==> src/sv/prfl_pkg.sv <==
// ----------------------------------------------------------------------------
// prfl_pkg
// Shared sizes, register indexes and types of the page replacement unit.
// ----------------------------------------------------------------------------
package prfl_pkg;

  localparam int FRAMES    = 8;
  localparam int ADDR_BITS = 32;

  localparam int FRAME_W    = (FRAMES > 1) ? $clog2(FRAMES) : 1;
  localparam int CNT_W      = $clog2(FRAMES + 1);
  localparam int FIDX_W     = 3;
  localparam int FAULT_W    = 32;
  localparam int PSHIFT_W   = 5;
  localparam int MSHIFT_W   = 6;
  localparam int FIU_W      = 4;
  localparam int CFG_IDX_W  = 2;
  localparam int CFG_DATA_W = 6;

  localparam logic [CFG_IDX_W-1:0] CFG_PAGE_SHIFT    = 2'd0;
  localparam logic [CFG_IDX_W-1:0] CFG_MEM_SHIFT     = 2'd1;
  localparam logic [CFG_IDX_W-1:0] CFG_POLICY        = 2'd2;
  localparam logic [CFG_IDX_W-1:0] CFG_FRAMES_IN_USE = 2'd3;

  localparam logic POLICY_FIFO = 1'b0;
  localparam logic POLICY_LRU  = 1'b1;

  typedef struct packed {
    logic [PSHIFT_W-1:0] page_shift;
    logic [MSHIFT_W-1:0] mem_shift;
    logic                policy;
    logic [CNT_W-1:0]    frames;     // clamped to 1..FRAMES
  } cfg_t;

  typedef struct packed {
    logic                 valid;
    logic [ADDR_BITS-1:0] page;
    logic [FRAME_W-1:0]   rank;
  } entry_t;

  typedef struct packed {
    logic                 en;
    logic [FRAME_W-1:0]   idx;
    logic                 was_valid;
    logic [ADDR_BITS-1:0] page;
  } upd_t;

endpackage

==> src/sv/prfl_frame_table.sv <==
// ----------------------------------------------------------------------------
// prfl_frame_table
// Frame store: page per frame, valid bits and LRU age ranks, one read port
// and one touch/load port.
// ----------------------------------------------------------------------------
module prfl_frame_table import prfl_pkg::*; (
  input  logic               clk_i,
  input  logic               rst_ni,
  input  logic [FRAME_W-1:0] rd_idx_i,
  output entry_t             rd_o,
  input  upd_t               upd_i
);

  logic [FRAMES-1:0]    valid_q;
  logic [FRAME_W-1:0]   rank_q [FRAMES];
  logic [ADDR_BITS-1:0] page_q [FRAMES];

  assign rd_o.valid = valid_q[rd_idx_i];
  assign rd_o.page  = page_q[rd_idx_i];
  assign rd_o.rank  = rank_q[rd_idx_i];

  // Touch: age the frames that were younger than the touched one (all valid
  // ones on a fresh load), then make the touched one the youngest.
  always_ff @(posedge clk_i or negedge rst_ni) begin
    if (!rst_ni) begin
      valid_q <= '0;
      for (int k = 0; k < FRAMES; k++) begin
        rank_q[k] <= '0;
      end
    end else if (upd_i.en) begin
      for (int k = 0; k < FRAMES; k++) begin
        if (FRAME_W'(k) == upd_i.idx) begin
          rank_q[k]  <= '0;
          valid_q[k] <= 1'b1;
        end else if (valid_q[k] &&
                     (!upd_i.was_valid || rank_q[k] < rank_q[upd_i.idx])) begin
          rank_q[k] <= rank_q[k] + 1'b1;
        end
      end
    end
  end

  always_ff @(posedge clk_i) begin
    if (upd_i.en) begin
      page_q[upd_i.idx] <= upd_i.page;
    end
  end

endmodule

==> src/sv/prfl_seq.sv <==
// ----------------------------------------------------------------------------
// prfl_seq
// Sequencer: range check, one-frame-per-cycle scan through the shared page
// comparator, victim choice, fault count and result register.
// ----------------------------------------------------------------------------
module prfl_seq import prfl_pkg::*; (
  input  logic                 clk_i,
  input  logic                 rst_ni,
  input  cfg_t                 cfg_i,
  input  logic                 in_valid_i,
  output logic                 in_stall_o,
  input  logic [ADDR_BITS-1:0] virtual_address_i,
  output logic [FRAME_W-1:0]   rd_idx_o,
  input  entry_t               rd_i,
  output upd_t                 upd_o,
  output logic                 out_valid_o,
  input  logic                 out_stall_i,
  output logic                 fault_o,
  output logic                 range_error_o,
  output logic [FIDX_W-1:0]    frame_index_o,
  output logic [FAULT_W-1:0]   fault_total_o
);

  localparam logic [1:0] S_IDLE = 2'd0;
  localparam logic [1:0] S_SCAN = 2'd1;
  localparam logic [1:0] S_UPD  = 2'd2;
  localparam logic [1:0] S_DONE = 2'd3;

  logic [1:0]           state_q, state_d;
  logic [ADDR_BITS-1:0] page_q;
  logic [FRAME_W-1:0]   idx_q, hit_q, empty_q, lru_q, best_q, fifo_q, fifo_eff;
  logic                 found_q, empty_found_q;
  logic [FAULT_W-1:0]   count_q;
  logic                 res_fault_q, res_range_q;
  logic [FRAME_W-1:0]   res_frame_q;
  logic                 out_valid_q;
  logic                 accept, out_free, scan_last, page_hit;
  logic                 range_err;
  logic [FRAME_W-1:0]   victim;
  logic                 fifo_evict;

  assign in_stall_o = (state_q != S_IDLE);
  assign accept     = in_valid_i && !in_stall_o;
  assign out_free   = !out_valid_q || !out_stall_i;
  assign range_err  = (virtual_address_i >> cfg_i.mem_shift) != '0;
  assign scan_last  = (CNT_W'(idx_q) + 1'b1) == cfg_i.frames;
  assign page_hit   = rd_i.valid && (rd_i.page == page_q);
  assign rd_idx_o   = idx_q;

  // A stale pointer past the frame count wraps before use.
  assign fifo_eff = (CNT_W'(fifo_q) >= cfg_i.frames) ? '0 : fifo_q;

  always_comb begin
    fifo_evict = 1'b0;
    if (found_q) begin
      victim = hit_q;
    end else if (empty_found_q) begin
      victim = empty_q;
    end else if (cfg_i.policy == POLICY_FIFO) begin
      victim     = fifo_eff;
      fifo_evict = 1'b1;
    end else begin
      victim = lru_q;
    end
  end

  assign upd_o.en        = (state_q == S_UPD);
  assign upd_o.idx       = victim;
  assign upd_o.was_valid = found_q || !empty_found_q;
  assign upd_o.page      = page_q;

  always_comb begin
    state_d = state_q;
    case (state_q)
      S_IDLE: begin
        if (accept) begin
          state_d = range_err ? S_DONE : S_SCAN;
        end
      end
      S_SCAN: begin
        if (scan_last) begin
          state_d = S_UPD;
        end
      end
      S_UPD:  state_d = S_DONE;
      S_DONE: begin
        if (out_free) begin
          state_d = S_IDLE;
        end
      end
      default: state_d = S_IDLE;
    endcase
  end

  always_ff @(posedge clk_i or negedge rst_ni) begin
    if (!rst_ni) begin
      state_q     <= S_IDLE;
      fifo_q      <= '0;
      count_q     <= '0;
      out_valid_q <= 1'b0;
    end else begin
      state_q <= state_d;
      if (state_q == S_UPD && !found_q) begin
        if (count_q != '1) begin
          count_q <= count_q + 1'b1;
        end
        if (fifo_evict) begin
          fifo_q <= (CNT_W'(fifo_eff) + 1'b1 >= cfg_i.frames) ? '0 : fifo_eff + 1'b1;
        end
      end
      if (state_q == S_DONE && out_free) begin
        out_valid_q <= 1'b1;
      end else if (!out_stall_i) begin
        out_valid_q <= 1'b0;
      end
    end
  end

  // Work registers and result payload.
  always_ff @(posedge clk_i) begin
    case (state_q)
      S_IDLE: begin
        if (accept) begin
          page_q        <= virtual_address_i >> cfg_i.page_shift;
          idx_q         <= '0;
          found_q       <= 1'b0;
          empty_found_q <= 1'b0;
          best_q        <= '0;
          lru_q         <= '0;
          hit_q         <= '0;
          empty_q       <= '0;
          res_fault_q   <= 1'b0;
          res_range_q   <= range_err;
          res_frame_q   <= '0;
        end
      end
      S_SCAN: begin
        if (page_hit && !found_q) begin
          found_q <= 1'b1;
          hit_q   <= idx_q;
        end
        if (!rd_i.valid && !empty_found_q) begin
          empty_found_q <= 1'b1;
          empty_q       <= idx_q;
        end
        if (rd_i.rank >= best_q) begin
          best_q <= rd_i.rank;
          lru_q  <= idx_q;
        end
        if (!scan_last) begin
          idx_q <= idx_q + 1'b1;
        end
      end
      S_UPD: begin
        res_fault_q <= !found_q;
        res_frame_q <= victim;
      end
      S_DONE: begin
        if (out_free) begin
          fault_o       <= res_fault_q;
          range_error_o <= res_range_q;
          frame_index_o <= FIDX_W'(res_frame_q);
          fault_total_o <= count_q;
        end
      end
      default: ;
    endcase
  end

  assign out_valid_o = out_valid_q;

endmodule

==> src/sv/page_replacement_fifo_lru_unit.sv <==
// ----------------------------------------------------------------------------
// page_replacement_fifo_lru_unit
// FIFO / LRU page replacement: looks each virtual address up among the
// frames in use, counts faults and picks a victim frame on a miss.
// ----------------------------------------------------------------------------
//  channel   handshake               payload
//  ------    ---------               -------
//  in        in_valid_i / in_stall_o virtual_address_i
//  out       out_valid_o/ out_stall_i fault_o, range_error_o, frame_index_o,
//                                    fault_total_o
//  cfg       cfg_we_i                cfg_index_i, cfg_data_i
//
// For a mapped address, the scan reads one frame per cycle through a single
// page comparator. A range error skips the scan.
// One item is in work at a time; the next is taken once the current one
// has moved into the output register, even while that result is stalled.
// Reset clears valid bits, ranks, FIFO pointer and fault count at once.
// ----------------------------------------------------------------------------
module page_replacement_fifo_lru_unit import prfl_pkg::*; (
  input  logic                  clk_i,
  input  logic                  rst_ni,
  input  logic                  cfg_we_i,
  input  logic [CFG_IDX_W-1:0]  cfg_index_i,
  input  logic [CFG_DATA_W-1:0] cfg_data_i,
  input  logic                  in_valid_i,
  output logic                  in_stall_o,
  input  logic [ADDR_BITS-1:0]  virtual_address_i,
  output logic                  out_valid_o,
  input  logic                  out_stall_i,
  output logic                  fault_o,
  output logic                  range_error_o,
  output logic [FIDX_W-1:0]     frame_index_o,
  output logic [FAULT_W-1:0]    fault_total_o
);

  logic [PSHIFT_W-1:0] page_shift_q;
  logic [MSHIFT_W-1:0] mem_shift_q;
  logic                policy_q;
  logic [FIU_W-1:0]    frames_in_use_q;
  cfg_t                cfg;
  logic [FRAME_W-1:0]  rd_idx;
  entry_t              rd_entry;
  upd_t                upd;

  always_ff @(posedge clk_i or negedge rst_ni) begin
    if (!rst_ni) begin
      page_shift_q    <= PSHIFT_W'(10);
      mem_shift_q     <= MSHIFT_W'(16);
      policy_q        <= POLICY_LRU;
      frames_in_use_q <= FIU_W'(8);
    end else if (cfg_we_i) begin
      case (cfg_index_i)
        CFG_PAGE_SHIFT:    page_shift_q    <= cfg_data_i[PSHIFT_W-1:0];
        CFG_MEM_SHIFT:     mem_shift_q     <= cfg_data_i[MSHIFT_W-1:0];
        CFG_POLICY:        policy_q        <= cfg_data_i[0];
        CFG_FRAMES_IN_USE: frames_in_use_q <= cfg_data_i[FIU_W-1:0];
        default: ;
      endcase
    end
  end

  // Clamp the frame count to 1..FRAMES.
  always_comb begin
    cfg.page_shift = page_shift_q;
    cfg.mem_shift  = mem_shift_q;
    cfg.policy     = policy_q;
    if (frames_in_use_q == '0) begin
      cfg.frames = CNT_W'(1);
    end else if (int'(frames_in_use_q) > FRAMES) begin
      cfg.frames = CNT_W'(FRAMES);
    end else begin
      cfg.frames = CNT_W'(frames_in_use_q);
    end
  end

  prfl_frame_table u_table (
    .clk_i    (clk_i),
    .rst_ni   (rst_ni),
    .rd_idx_i (rd_idx),
    .rd_o     (rd_entry),
    .upd_i    (upd)
  );

  prfl_seq u_seq (
    .clk_i             (clk_i),
    .rst_ni            (rst_ni),
    .cfg_i             (cfg),
    .in_valid_i        (in_valid_i),
    .in_stall_o        (in_stall_o),
    .virtual_address_i (virtual_address_i),
    .rd_idx_o          (rd_idx),
    .rd_i              (rd_entry),
    .upd_o             (upd),
    .out_valid_o       (out_valid_o),
    .out_stall_i       (out_stall_i),
    .fault_o           (fault_o),
    .range_error_o     (range_error_o),
    .frame_index_o     (frame_index_o),
    .fault_total_o     (fault_total_o)
  );

endmodule

==> config.mk <==
export PLATFORM = sky130hd
export DESIGN_NAME = page_replacement_fifo_lru_unit
export DESIGN_NICKNAME = d
export VERILOG_FILES = /design/src/sv/prfl_pkg.sv /design/src/sv/prfl_frame_table.sv /design/src/sv/prfl_seq.sv /design/src/sv/page_replacement_fifo_lru_unit.sv
export SDC_FILE = /design/constraint.sdc
export NUM_CORES = 1
export LEC_CHECK = 0
export BUFFER_PORTS_ARGS = -buffer_cell sky130_fd_sc_hd__buf_2
export CORE_ASPECT_RATIO = 0.6
export CORE_MARGIN = 1
export CORE_UTILIZATION = 36
export CTS_BUF_LIST = sky130_fd_sc_hd__clkbuf_8 sky130_fd_sc_hd__clkbuf_16
export CTS_CLUSTER_SIZE = 28
export DETAILED_ROUTE_END_ITERATION = 7
export GPL_TIMING_DRIVEN = 0
export PLACE_DENSITY = 0.55
export SYNTH_ARGS = -nofsm -noshare
export SYNTH_HDL_FRONTEND = slang
export SYNTH_SLANG_ARGS = --single-unit
export TNS_END_PERCENT = 100
==> constraint.sdc <==
create_clock -name clk_i -period 6.2 [get_ports clk_i]
set_input_delay 0.31 -clock clk_i [delete_from_list [all_inputs] [get_ports clk_i]]
set_output_delay 0.31 -clock clk_i [all_outputs]
set_load 0.03 [all_outputs]
Yosys cells after proc, flatten, opt, wreduce, memory -nomap -nowiden
Memories as Yosys holds them, arrays and structs flattened. A register that Yosys moved wholly into a read port is not among the register bits.
Index checks and enable logic that the tools add are counted.

operators by class
  mux-type cells = 62
  shift-type cells = 2
  $mul = 0
  bitwise gates (word level) = 2
  order comparisons = 15
  div/mod/pow operators = 0
  equal/unequal tests = 24
  $add $sub $neg = 13
  reductions and logical operators = 77

operator list
  operator                 number
  $mux W3                  32
  $reduce_and A2 Y1        25
  $pmux W3 S2              6
  $add A32 B1 Y32 const B  1
  $eq A32 B32 Y1           1
  $ne A32 B32 Y1 const B   1
  $reduce_bool A32 Y1      1
  $shr A32 B5 Y32          1
  $shr A32 B6 Y32          1
  $add A3 B1 Y3 const B    10
  $lt A3 B3 Y1             8
  $reduce_bool A2 Y1       11
  $bmux W3 S3              2
  $reduce_and A3 Y1        5
  $logic_and A1 B1 Y1      14
  $ne A2 B1 Y1 const B     7
  $eq A3 B3 Y1 const A     4
  $mux W1                  11
  $logic_or A1 B1 Y1       10
  $add A3 B1 Y4 const B    2
  $eq A2 B2 Y1 const B     4
  $ge A4 B4 Y1 const B     2
  $mux W2                  4
  $mux W4                  2
  other kinds (18)         30

word-level totals
  bits of input ports = 45
  memories = 1
  register bits = 177
  memory bits (writable) = 256
  latch bits = 0
  word-level logic and storage cells = 235
  memory bits (read-only) = 0

memory list
  name            words  bits a word  read ports  clocked after memory_dff  wr ports  line                    RTL
  u_table.page_q  8      32           1           1                         1         prfl_frame_table.sv:16  logic [ADDR_BITS-1:0] page_q [FRAMES];

Logic depth before layout (Yosys ltp)
  depth in word-level cells = 17
  depth in mapped cells = 20
  mapped depth without buffers = 18

By module
From an unflattened synthesis, not the netlist that was laid out.

unflattened totals
  cell total of the unflattened synthesis = 1410
  area, all modules = 20802.5 um2

modules (own cells, without submodules)
  module                          seq. area each (um2)  cells an instance  times used  area an instance (um2)
  prfl_frame_table                8488.1                668                1           12378.1
  prfl_seq                        3683.5                701                1           7764.9
  page_replacement_fifo_lru_unit  406.6                 41                 1           659.4

Worst setup path after synthesis
OpenSTA, ideal clock, no wires.

  path kind = reg-to-reg
  start = register frames_in_use_q[1]
  end = register u_table.rank_q[23] (netlist bit)
  setup slack = 1.943 ns
  arrival = 4.188 ns
  period minus slack after synthesis = 4.257 ns
  stages on the path, launching flop included = 21
  cell sequence = dfrtp_1 -> nor2_1 -> nor2_1 -> nor2_1 -> ha_1 -> nand2b_4 -> a2111o_1 -> nand4_2 -> and2_4 -> buf_6 -> clkbuf_1 -> nor2_1 -> a21oi_1 -> a211oi_1 -> a31oi_1 -> ha_1 -> nand2_1 -> a211oi_2 -> a211o_1 -> or4_1 -> nand3_1

on the way
  word-level cells in the longest chain between the ends = 17
  elaborated cells between the ends (all ways) = 20
  those cells by class = order compare: 3; mux: 10; bitwise: 1; reduce/logical: 6

RTL lines
  item                                        line                                  RTL
  start, declared                             page_replacement_fifo_lru_unit.sv:39  logic [FIU_W-1:0] frames_in_use_q;
  start signal, assigned                      page_replacement_fifo_lru_unit.sv:56  CFG_FRAMES_IN_USE: frames_in_use_q <= cfg_data_i[FIU_W-1:0];
  $gt A4 B4 Y1                                page_replacement_fifo_lru_unit.sv:69  end else if (int'(frames_in_use_q) > FRAMES) begin
  $mux W4                                     page_replacement_fifo_lru_unit.sv:69
  $mux W4 (*)                                 page_replacement_fifo_lru_unit.sv:67  if (frames_in_use_q == '0) begin
  $ge A3 B4 Y1 (*)                            prfl_seq.sv:51                        assign fifo_eff = (CNT_W'(fifo_q) >= cfg_i.frames) ? '0 : fifo_q;
  $mux W3 (*)                                 prfl_seq.sv:51
  $mux W3 (*)                                 prfl_seq.sv:59                        end else if (cfg_i.policy == POLICY_FIFO) begin
  $mux W3 (*)                                 prfl_seq.sv:57                        end else if (empty_found_q) begin
  $mux W3 (*)                                 prfl_seq.sv:55                        if (found_q) begin
  $not A3 Y4 (not written as such)            prfl_frame_table.sv:36                (!upd_i.was_valid || rank_q[k] < rank_q[upd_i.idx])) begin
  $bmux W3 S3                                 prfl_frame_table.sv:36
  $mux W3 (not written as such) (2 in a row)  prfl_frame_table.sv:36
  $lt A3 B3 Y1                                prfl_frame_table.sv:36
  $logic_or A1 B1 Y1                          prfl_frame_table.sv:36
  $logic_and A1 B1 Y1                         prfl_frame_table.sv:35                end else if (valid_q[k] &&
  $reduce_bool A2 Y1 (no source line)         --
  $reduce_and A2 Y1 (no source line)          --
  end signal, assigned by index               prfl_frame_table.sv:37                rank_q[k] <= rank_q[k] + 1'b1;
  end, declared                               prfl_frame_table.sv:15                logic [FRAME_W-1:0] rank_q [FRAMES];

Mark *: on every way between the ends. The rest lies on a longest branch, timed or not. The select of a mux whose other input is x is not followed.
A chain may end at the register's enable or synchronous reset.

Final worst setup path
Ends and elaborated chain as after synthesis.

==> out/qor.csv <==
metric,value,unit
outcome,completed,
drt-initial-drc-count,1098,
hold_viol,0,
yosys.area_share.simple,0.0861,
slew_headroom,0.259,
core_area,54900,um^2
synth_edf_count,347,
tritoncts,yes,
antenna_found_initial,1,
setup-tns-final,0,ns
cp_slowest_stage_delay,0.84,ns
fin_nets,1597,
hold_class,input pin to register,
finalCritPeriodShare,0.863,
worstHoldStart,cfg_data_i[3],
dr.pass1.iters,5,
clock-sinks,436,
synth_seq_cells,436,
min_path_cells,3,
clk_pin_slew_worst_paths,0.07,ns
grt_usage,0.183,
h-tree-depth,2,
clk_latency,0.56,ns
hold_end,page_shift_q[3],
cp_slowest_cell,a31oi_1,
num_antenna_cells,0,
wl_met3,4470,um
root_buffer,clkbuf_16,
yosysSeqAreaShare,0.623,
start_kind,register,
design_area,23200,um^2
wirelength,51500,um
clockBufferDepth,3,
fin_util,0.423,
cts_buffers,41,
r2r-end,u_table.rank_q[23],
clock_skew,0.0165,ns
setup_viol,0,
start_util,0.369,
yosysTopAreaCellShare,0.514,
dpl_cell_area,21900,um^2
crit_path_cell_trace,"nor2_1, nor2_1, nor2_1, ha_1, nand2b_4, a2111o_1, nand4_2, and2_4, buf_6, clkbuf_1, nor2_1, a21oi_1, a211oi_1, a31oi_1, ha_1, nand2_1, a211oi_2, a211o_1, or4_1, nand3_1",
area_growth,14.5,%
synth_nets,1458,
r2r_slack,0.85,ns
nFillCells,4981,
crit_path_end_kind,register,
io_pins,84,
ys_warn_count,0,
synthFlopType,edfxtp_1,
grt_max_degree,62,
drive_above_1_share,0.207,
syn_inst,1380,
wl_met2,19500,um
top_layer,met4,
slew_viol_final,0,
cts_setup_buffers,0,
syn_area,20300,um^2
dieArea,57300,um^2
dp_hpwl,36900,um
gp_congestion,0.904,
synth-xor-area-share,0.0298,
regToRegStartpoint,frames_in_use_q[1],
avgSynthCellArea,14.7,um^2
ys_types,78,
grt_pass1_vias,11900,
grt_setup_unrepaired,no,
grt_pass1_wl,78000,um
p_leak,8.26,nW
fmax,187,MHz
die_h,186,um
crit_type,register to register,
critPathMaxFanout,10,
yosys-mux-area-fraction,0.148,
cp.required,6.68,ns
row_count,66,
wl_met1,27000,um
vdd_drop_max,218,uV
path_common_cell,nor2_1,
p_total,11.4,mW
reg2reg_depth,20,
power.density,490,nW/um^2
period_needed,5.35,ns
maxCapViolCount,0,
drc_errors,0,
yosys.area_share.adder,0.0204,
vias,12500,
die_x,308,um
synth.area.top_cells,"edfxtp_1 (51%), dfrtp_1 (10%), mux4_2 (9.4%)",
worstMarginPinSlew,1.11,ns
synth_top_area_cell,edfxtp_1,
port_buffers,83,
ant_nets,0,
grt_overflow,0,
synth_top_family_by_area,multiplexers,
wl_per_cell,22.4,um
synth_compound_area_frac,0.0725,
async_flop_share,0.197,
critPathArrivalTime,5.83,ns
routed_via_density,5.44,
-- through the flow --
step,hold slack [ns],worst slack (ns),instances
after global routing,0.0393,0.534,2297
after floorplan,0.0144,1.94,1380
final,0.0336,0.849,2297
after CTS,0.00665,0.834,2297
after detailed placement,0.250,0.846,2222
after global placement,0.403,0.150,2211
-- sequential cells by signal, indices dropped and copies added, names as in the netlist, 4 cells and up, named ones only --
name / flops
frames_in_use_q: 4
mem_shift_q: 6
page_shift_q: 5
u_seq.count_q: 32
u_seq.fault_total_o: 32
u_seq.page_q: 32
u_table.page_q: 256
u_table.rank_q: 24
u_table.valid_q: 8
-- cell usage after synthesis, drive strengths merged (4+ instances only) --
| cell type | n |
|---|---|
| a211o | 6 |
| a211oi | 30 |
| a21boi | 7 |
| a21o | 6 |
| a21oi | 52 |
| a31o | 5 |
| a31oi | 12 |
| and2 | 22 |
| and3 | 12 |
| and4 | 4 |
| buf | 26 |
| clkbuf | 35 |
| dfrtp | 81 |
| dfstp | 5 |
| edfxtp | 347 |
| ha | 33 |
| inv | 38 |
| mux2 | 34 |
| mux2i | 70 |
| mux4 | 85 |
| nand2 | 111 |
| nand2b | 20 |
| nand3 | 26 |
| nand4 | 21 |
| nor2 | 72 |
| nor2b | 18 |
| nor3 | 8 |
| nor4 | 7 |
| o211ai | 6 |
| o21ai | 33 |
| o21bai | 5 |
| o22ai | 9 |
| o31ai | 6 |
| or2 | 7 |
| or3 | 9 |
| xnor2 | 33 |
| xor2 | 36 |
-- placed cells by master (no fill, tap or decap), drive strengths merged, types with 8 or more instances in the layout --
| cell | n |
|---|---|
| nor2b | 18 |
| and2 | 22 |
| nand2b | 20 |
| or3 | 9 |
| a211oi | 30 |
| mux2i | 70 |
| buf | 120 |
| clkbuf | 77 |
| xor2 | 36 |
| dfrtp | 81 |
| inv | 49 |
| nor2 | 72 |
| mux4 | 85 |
| mux2 | 34 |
| nand3 | 26 |
| ha | 33 |
| nor3 | 8 |
| o21ai | 33 |
| nand2 | 111 |
| a21oi | 52 |
| a31oi | 12 |
| nand4 | 21 |
| xnor2 | 33 |
| edfxtp | 347 |
| o22ai | 9 |
| clkinv | 13 |
| and3 | 12 |
-- report_power, final --
| part | switching (mW) | internal (mW) | total, mW |
|---|---|---|---|
| clock | 1.09 | 1.43 | 2.51 |
| sequential | 0.395 | 3.96 | 4.35 |
| combinational | 2.76 | 1.76 | 4.52 |
| total | 4.25 | 7.14 | 11.4 |
-- per-layer routing --
| layer | up-vias | global-route usage |
|---|---|---|
| li1 | 5615 | - |
| met1 | 6386 | 0.310 |
| met2 | 444 | 0.228 |
| met3 | 46 | 0.0454 |
| met4 | 0 | 0.0261 |
| met5 | - | 0 |
-- how the worst max path moves through the flow --
stage	startpoint	cells past startpoint	end
after global placement	frames_in_use_q[1]	11	u_table.rank_q[11]
final	frames_in_use_q[1]	20	u_table.rank_q[23]
after CTS	register	9	u_seq.found_q
after detailed placement	register	9	u_seq.found_q
after global routing	frames_in_use_q[1]	20	u_table.rank_q[23]
after floorplan	frames_in_use_q[1]	20	u_table.rank_q[23]
-- area by class of cell --
class                   instances  area [um^2]  area share
plain buffers                  61          269      0.0116
clock buffers                  42         1040      0.0448
clock inverters                31          277      0.0119
inverters                      38          143     0.00614
multi-input cells             845         7250       0.312
flip-flops and latches        436        12600       0.544
well taps                     748          936      0.0403
repair buffers                 96          673      0.0290
-- critical path: cells and delay by family (launching register included) --
family          cells  cell delay (ns)
flops               1             0.41
fa+ha+maj           2             0.70
simple gates       10             1.62
compound gates      6             2.03
buf+inv             2             0.52
-- timing repair --
item	in CTS	in global routing
hold buffers	2	0
endpoints found under the setup margin	0	0
hold endpoints to repair	26	0
resized for setup	0	0
-- logic make-up after synthesis --
logic type	after synthesis
flip-flops	436
AO/OA/AOI/OAI	207
XOR/XNOR	69
buffers and inverters	99
AND/OR/NAND/NOR	347
adder cells (fa/ha/maj)	33
multiplexers	189
Note: power is estimated with default switching activity, not from simulation.
